--- src/hw/rtl/i2da_pkg.sv ---
`timescale 1ns / 1ps

package i2da_pkg;

  localparam int unsigned InW        = 16;
  localparam int unsigned MagW       = 16;
  localparam int unsigned DigitW     = 4;
  localparam int unsigned NumDigits  = 5;
  localparam int unsigned CountW     = 3;
  localparam int unsigned ProdW      = 32;
  localparam int unsigned RecipShift = 19;

  localparam logic [MagW-1:0] Recip     = 16'hCCCD;
  localparam logic [MagW-1:0] Radix     = 16'd10;
  localparam logic [7:0]      CharMinus = 8'd45;
  localparam logic [7:0]      CharZero  = 8'd48;

  typedef struct packed {
    logic                               neg;
    logic [MagW-1:0]                    mag;
    logic [NumDigits-1:0][DigitW-1:0]   digits;
    logic [CountW-1:0]                  ndig;
  } pipe_t;

endpackage

--- src/hw/rtl/i2da_abs_stage.sv ---
`timescale 1ns / 1ps

module i2da_abs_stage (
  input  logic                          clk,
  input  logic                          rst,
  input  logic                          in_valid,
  output logic                          in_ready,
  input  logic signed [i2da_pkg::InW-1:0] in_value,
  output logic                          out_valid,
  input  logic                          out_ready,
  output i2da_pkg::pipe_t               out_data
);

  logic            valid;
  i2da_pkg::pipe_t data;

  assign in_ready  = !valid || out_ready;
  assign out_valid = valid;
  assign out_data  = data;

  always_ff @(posedge clk) begin
    if (rst) begin
      valid <= 1'b0;
    end else if (in_ready) begin
      valid <= in_valid;
    end
  end

  always_ff @(posedge clk) begin
    if (in_ready && in_valid) begin
      data.neg    <= in_value[i2da_pkg::InW-1];
      data.mag    <= in_value[i2da_pkg::InW-1] ? (i2da_pkg::MagW'(0) - i2da_pkg::MagW'(in_value))
                                               : i2da_pkg::MagW'(in_value);
      data.digits <= '0;
      data.ndig   <= i2da_pkg::CountW'(1);
    end
  end

endmodule

--- src/hw/rtl/i2da_digit_stage.sv ---
`timescale 1ns / 1ps

module i2da_digit_stage #(
  parameter int unsigned Index = 0
) (
  input  logic            clk,
  input  logic            rst,
  input  logic            in_valid,
  output logic            in_ready,
  input  i2da_pkg::pipe_t in_data,
  output logic            out_valid,
  input  logic            out_ready,
  output i2da_pkg::pipe_t out_data
);

  logic                        valid;
  i2da_pkg::pipe_t             data;
  i2da_pkg::pipe_t             data_next;
  logic [i2da_pkg::ProdW-1:0]  prod;
  logic [i2da_pkg::MagW-1:0]   quot;
  logic [i2da_pkg::MagW-1:0]   rem;
  logic [i2da_pkg::ProdW-1:0]  quot_x10;

  assign in_ready  = !valid || out_ready;
  assign out_valid = valid;
  assign out_data  = data;

  always_comb begin
    prod     = i2da_pkg::ProdW'(in_data.mag) * i2da_pkg::ProdW'(i2da_pkg::Recip);
    quot     = i2da_pkg::MagW'(prod >> i2da_pkg::RecipShift);
    quot_x10 = i2da_pkg::ProdW'(quot) * i2da_pkg::ProdW'(i2da_pkg::Radix);
    rem      = in_data.mag - i2da_pkg::MagW'(quot_x10);

    data_next               = in_data;
    data_next.mag           = quot;
    data_next.digits[Index] = rem[i2da_pkg::DigitW-1:0];
    if (in_data.mag != '0) begin
      data_next.ndig = i2da_pkg::CountW'(Index + 1);
    end
  end

  always_ff @(posedge clk) begin
    if (rst) begin
      valid <= 1'b0;
    end else if (in_ready) begin
      valid <= in_valid;
    end
  end

  always_ff @(posedge clk) begin
    if (in_ready && in_valid) begin
      data <= data_next;
    end
  end

endmodule

--- src/hw/rtl/i2da_serializer.sv ---
`timescale 1ns / 1ps

module i2da_serializer (
  input  logic            clk,
  input  logic            rst,
  input  logic            in_valid,
  output logic            in_ready,
  input  i2da_pkg::pipe_t in_data,
  output logic            out_valid,
  input  logic            out_ready,
  output logic [7:0]      out_char,
  output logic            out_last
);

  logic                                               busy;
  logic                                               neg_pend;
  logic [i2da_pkg::CountW-1:0]                        pos;
  logic [i2da_pkg::NumDigits-1:0][i2da_pkg::DigitW-1:0] digits;

  assign out_valid = busy;
  assign out_last  = !neg_pend && (pos == '0);
  assign out_char  = neg_pend ? i2da_pkg::CharMinus
                              : i2da_pkg::CharZero + 8'(digits[pos]);
  assign in_ready  = !busy || (out_ready && out_last);

  always_ff @(posedge clk) begin
    if (rst) begin
      busy     <= 1'b0;
      neg_pend <= 1'b0;
      pos      <= '0;
    end else if (in_valid && in_ready) begin
      busy     <= 1'b1;
      neg_pend <= in_data.neg;
      pos      <= in_data.ndig - i2da_pkg::CountW'(1);
    end else if (busy && out_ready) begin
      if (neg_pend) begin
        neg_pend <= 1'b0;
      end else if (pos == '0) begin
        busy <= 1'b0;
      end else begin
        pos <= pos - i2da_pkg::CountW'(1);
      end
    end
  end

  always_ff @(posedge clk) begin
    if (in_valid && in_ready) begin
      digits <= in_data.digits;
    end
  end

endmodule

--- src/hw/rtl/int16_to_decimal_ascii_core.sv ---
// A number passes through one magnitude stage, five divide-by-ten stages and one
// serializer load before its first character is shown.
// Throughput: one character per cycle on the output port while out_ready is high; a
// number is 1 to 6 characters; the stages take a number per cycle until they fill.
// Reset: synchronous rst clears all valid bits and the serializer's busy, sign and position state.
`timescale 1ns / 1ps

module int16_to_decimal_ascii_core (
  input  logic                              clk,
  input  logic                              rst,
  input  logic                              in_valid,
  output logic                              in_ready,
  input  logic signed [i2da_pkg::InW-1:0]   value,
  output logic                              out_valid,
  input  logic                              out_ready,
  output logic [7:0]                        char_code,
  output logic                              last
);

  localparam int unsigned N = i2da_pkg::NumDigits;

  logic            stg_valid [N+1];
  logic            stg_ready [N+1];
  i2da_pkg::pipe_t stg_data  [N+1];

  i2da_abs_stage u_abs (
    .clk       (clk),
    .rst       (rst),
    .in_valid  (in_valid),
    .in_ready  (in_ready),
    .in_value  (value),
    .out_valid (stg_valid[0]),
    .out_ready (stg_ready[0]),
    .out_data  (stg_data[0])
  );

  for (genvar i = 0; i < N; i++) begin : g_digit
    i2da_digit_stage #(
      .Index (i)
    ) u_digit (
      .clk       (clk),
      .rst       (rst),
      .in_valid  (stg_valid[i]),
      .in_ready  (stg_ready[i]),
      .in_data   (stg_data[i]),
      .out_valid (stg_valid[i+1]),
      .out_ready (stg_ready[i+1]),
      .out_data  (stg_data[i+1])
    );
  end

  i2da_serializer u_ser (
    .clk       (clk),
    .rst       (rst),
    .in_valid  (stg_valid[N]),
    .in_ready  (stg_ready[N]),
    .in_data   (stg_data[N]),
    .out_valid (out_valid),
    .out_ready (out_ready),
    .out_char  (char_code),
    .out_last  (last)
  );

endmodule
--- config.mk ---
export PLATFORM = sky130hd
export DESIGN_NAME = int16_to_decimal_ascii_core
export DESIGN_NICKNAME = d
export VERILOG_FILES = /design/src/hw/rtl/i2da_pkg.sv /design/src/hw/rtl/i2da_abs_stage.sv /design/src/hw/rtl/i2da_digit_stage.sv /design/src/hw/rtl/i2da_serializer.sv /design/src/hw/rtl/int16_to_decimal_ascii_core.sv
export SDC_FILE = /design/constraint.sdc
export NUM_CORES = 1
export LEC_CHECK = 0
export ABC_AREA = 1
export BUFFER_PORTS_ARGS = -buffer_cell sky130_fd_sc_hd__buf_2
export CORE_MARGIN = 3
export CORE_UTILIZATION = 64
export DETAILED_ROUTE_END_ITERATION = 6
export HOLD_SLACK_MARGIN = 0.05
export PLACE_DENSITY = 0.88
export SETUP_SLACK_MARGIN = 0.5
export SLEW_MARGIN = 10
export SYNTH_ARGS = -nofsm -noshare
export SYNTH_HDL_FRONTEND = slang
export SYNTH_SLANG_ARGS = --single-unit
--- constraint.sdc ---
create_clock -name clk -period 15 [get_ports clk]
set_clock_uncertainty 0.2 [all_clocks]
set_input_delay 0.75 -clock clk [delete_from_list [all_inputs] [get_ports clk]]
set_output_delay 0.75 -clock clk [all_outputs]
set_load 0.03 [all_outputs]
==> impl_metrics.toml <==
[layout]
mostFrequentLayoutCell = "inv_1"
final_cell_mix = "inv_1 (488), ha_1 (360), nand2_1 (243)"
final_layout_size_suffix_gt1_frac = 0.0463
finalNetCount = 2525
fin_cells = 2364
area_growth_pct = 6.54
diodes = 0
fillers = 2031

[place]
place_ws_ns = 8.44
hpwlAfterDp_mm = 35.2
gp_congestion = 0.945
portBuffers = 27
placedCellCount = 2332

[routing]
vias = 13400
routed_wl_mm = 42.6
drcViolationCount = 0
avgViaCountPerCell = 5.66
post_drt_wl_per_cell_microns = 18.0
first_iter_violations = 942
ant_nets = 0
dr.pass1.iters = 7

[outcome]
outcome = "finished, final reports clean"

[floorplan]
dieArea_sq_um = 30600
die_w_microns = 175
coreArea_sq_um = 27900
rows = 61
die_height_microns = 175
initial_core_util = 0.653
io_pins = 31

[clock_network]
cts_buffer_depth = 2
hold_buffers = 0
clk_latency_ns = 0.43
ctsResizeCount = 0
h-tree-depth = 4
post_cts_buffers = 0
path_clk_slew_ns = 0.08
clock_sinks = 157
cts-root-buf = "clkbuf_16"
cts_tree = "built"
cts-buffers-inserted = 17

[grt]
grt_usage = 0.288
grt_overflow = 0
antenna_found_initial = 0
grt_pass1_wl_mm = 69.6
grt_start_max_net_pins = 25
grt_pass1_vias = 14000

[timing]
setup_ws_ns = 8.41
maxSlewHeadroom = 0.207
rsz0062_at_grt = "false"
tns_ns = 0
fmax_mhz = 152
tightest_slew_ns = 1.19
setup_viol = 0
slew_viol_final = 0
fin_crit_ns = 6.59
hold_viol = 0
period_share = 0.439

[synth]
ys_ff_latch = 157
synth_edf_count = 146
async_flop_share = 0
syn-instance-count = 1932
synth_ff_type = "edfxtp_1"
syn_area_per_cell_sq_um = 9.44
yosysWarnings = 0
syn_area_sq_um = 18200
synth.yosys.seq_area_share = 0.252
yosysUniqueCellTypes = 50

[flow_run]
cap_violations = 0

[worst_setup_path]
worst_path_most_repeated_cell = "inv_1"
critical_path_class = "reg2reg"
critPathLaunchType = "register"
worstSetupEndpointType = "register"
cpMaxStageDelayCell = "edfxtp_1"
cp_max_fo = 6
reg2reg_slack_ns = 8.41
slowest_delay_ns = 0.54
cp_data_arrival_time_ns = 6.58
crit_required_ns = 15.00

[worst_hold_path]
hp-class = "reg2reg"
==> metal layers <==
layer  vias to the layer above  track usage  share of wire
li1                       6290            -              -
met1                      6483        0.377           0.42
met2                       477        0.487           0.49
met3                       131       0.0426          0.058
met4                         0        0.113          0.038
met5                         -            0              0
==> cell families after synthesis <==
family | after synthesis | share of synthesized area
and+or+nand+nor | 479 | 0.117
buffers and inverters | 499 | 0.104
AOI/OAI and AO/OA | 207 | 0.0645
muxes | 1 | 0.000549
other | 2 | 0.000412
DFF | 157 | 0.252
xor gates and xnor gates | 55 | 0.0264
adders and majority gates | 532 | 0.436
==> worst paths after layout <==
| kind | startpoint | to | cells past startpoint |
|---|---|---|---|
| worst max register to register | u_abs.out_data[26]$_DFFE_PP_ | g_digit[0].u_digit.out_data[6]$_DFFE_PP_ | 28 |
| worst max-delay path | u_abs.out_data[26]$_DFFE_PP_ | g_digit[0].u_digit.out_data[6]$_DFFE_PP_ | 28 |
| worst min-delay path | g_digit[2].u_digit.out_data[7]$_DFFE_PP_ | g_digit[3].u_digit.out_data[7]$_DFFE_PP_ | 0 |
| worst min register to register | g_digit[2].u_digit.out_data[7]$_DFFE_PP_ | g_digit[3].u_digit.out_data[7]$_DFFE_PP_ | 0 |
==> synth_stat cells, drive strengths merged (10+ instances only) <==
| cell | number | share of area |
|---|---|---|
| inv | 491 | 0.10 |
| dfxtp | 11 | 0.012 |
| fa | 172 | 0.19 |
| or2 | 10 | 0.0034 |
| nand2 | 251 | 0.054 |
| nor2 | 97 | 0.022 |
| nor3 | 28 | 0.0080 |
| a21oi | 100 | 0.028 |
| xor2 | 40 | 0.019 |
| o21ai | 56 | 0.016 |
| ha | 360 | 0.25 |
| o21bai | 13 | 0.0053 |
| nand4 | 17 | 0.0065 |
| edfxtp | 146 | 0.24 |
| xnor2 | 15 | 0.0072 |
| nand3 | 60 | 0.016 |
| a21o | 14 | 0.0058 |
==> worst max-delay path, delay by kind of cell (launching register included) <==
family	cells	cell delay, ns
adder cells (fa/ha/maj)	9	3.87
flip-flops	1	0.54
XOR/XNOR	1	0.20
buffers and inverters	8	0.51
AND/OR/NAND/NOR	10	1.05
==> sequential cells by signal (all words and copies together) (netlist names) <==
name                       count
u_ser.out_valid                1
g_digit.u_digit.out_valid      5
u_abs.out_valid                1
u_ser.pos                      3
u_ser.neg_pend                 1
g_digit.u_digit.out_data     109
u_abs.out_data                17
u_ser.digits                  20
==> cell type report <==
cell class                 count  area [sq um]  share of cell area
multi-input combinational   1277         11800               0.605
clock inverter                15           188             0.00965
timing repair buffer          28           143             0.00734
tap                          378           473              0.0243
clock buffer                  17           425              0.0219
sequential                   157          4600               0.237
inverter                     492          1850              0.0950
==> stage by stage <==
step	hold WS (ns)	area [sq um]	util
after floorplan	0.200	18300	-
after global placement	0.201	18800	0.674
after detailed placement	0.205	18800	0.674
after CTS	0.209	19400	0.696
after global routing	0.217	19400	0.696
final	0.206	19400	0.696
Power is left out: the tool's default activity adds up to more than one toggle a clock period on the data nets, which glitch-free logic cannot reach.
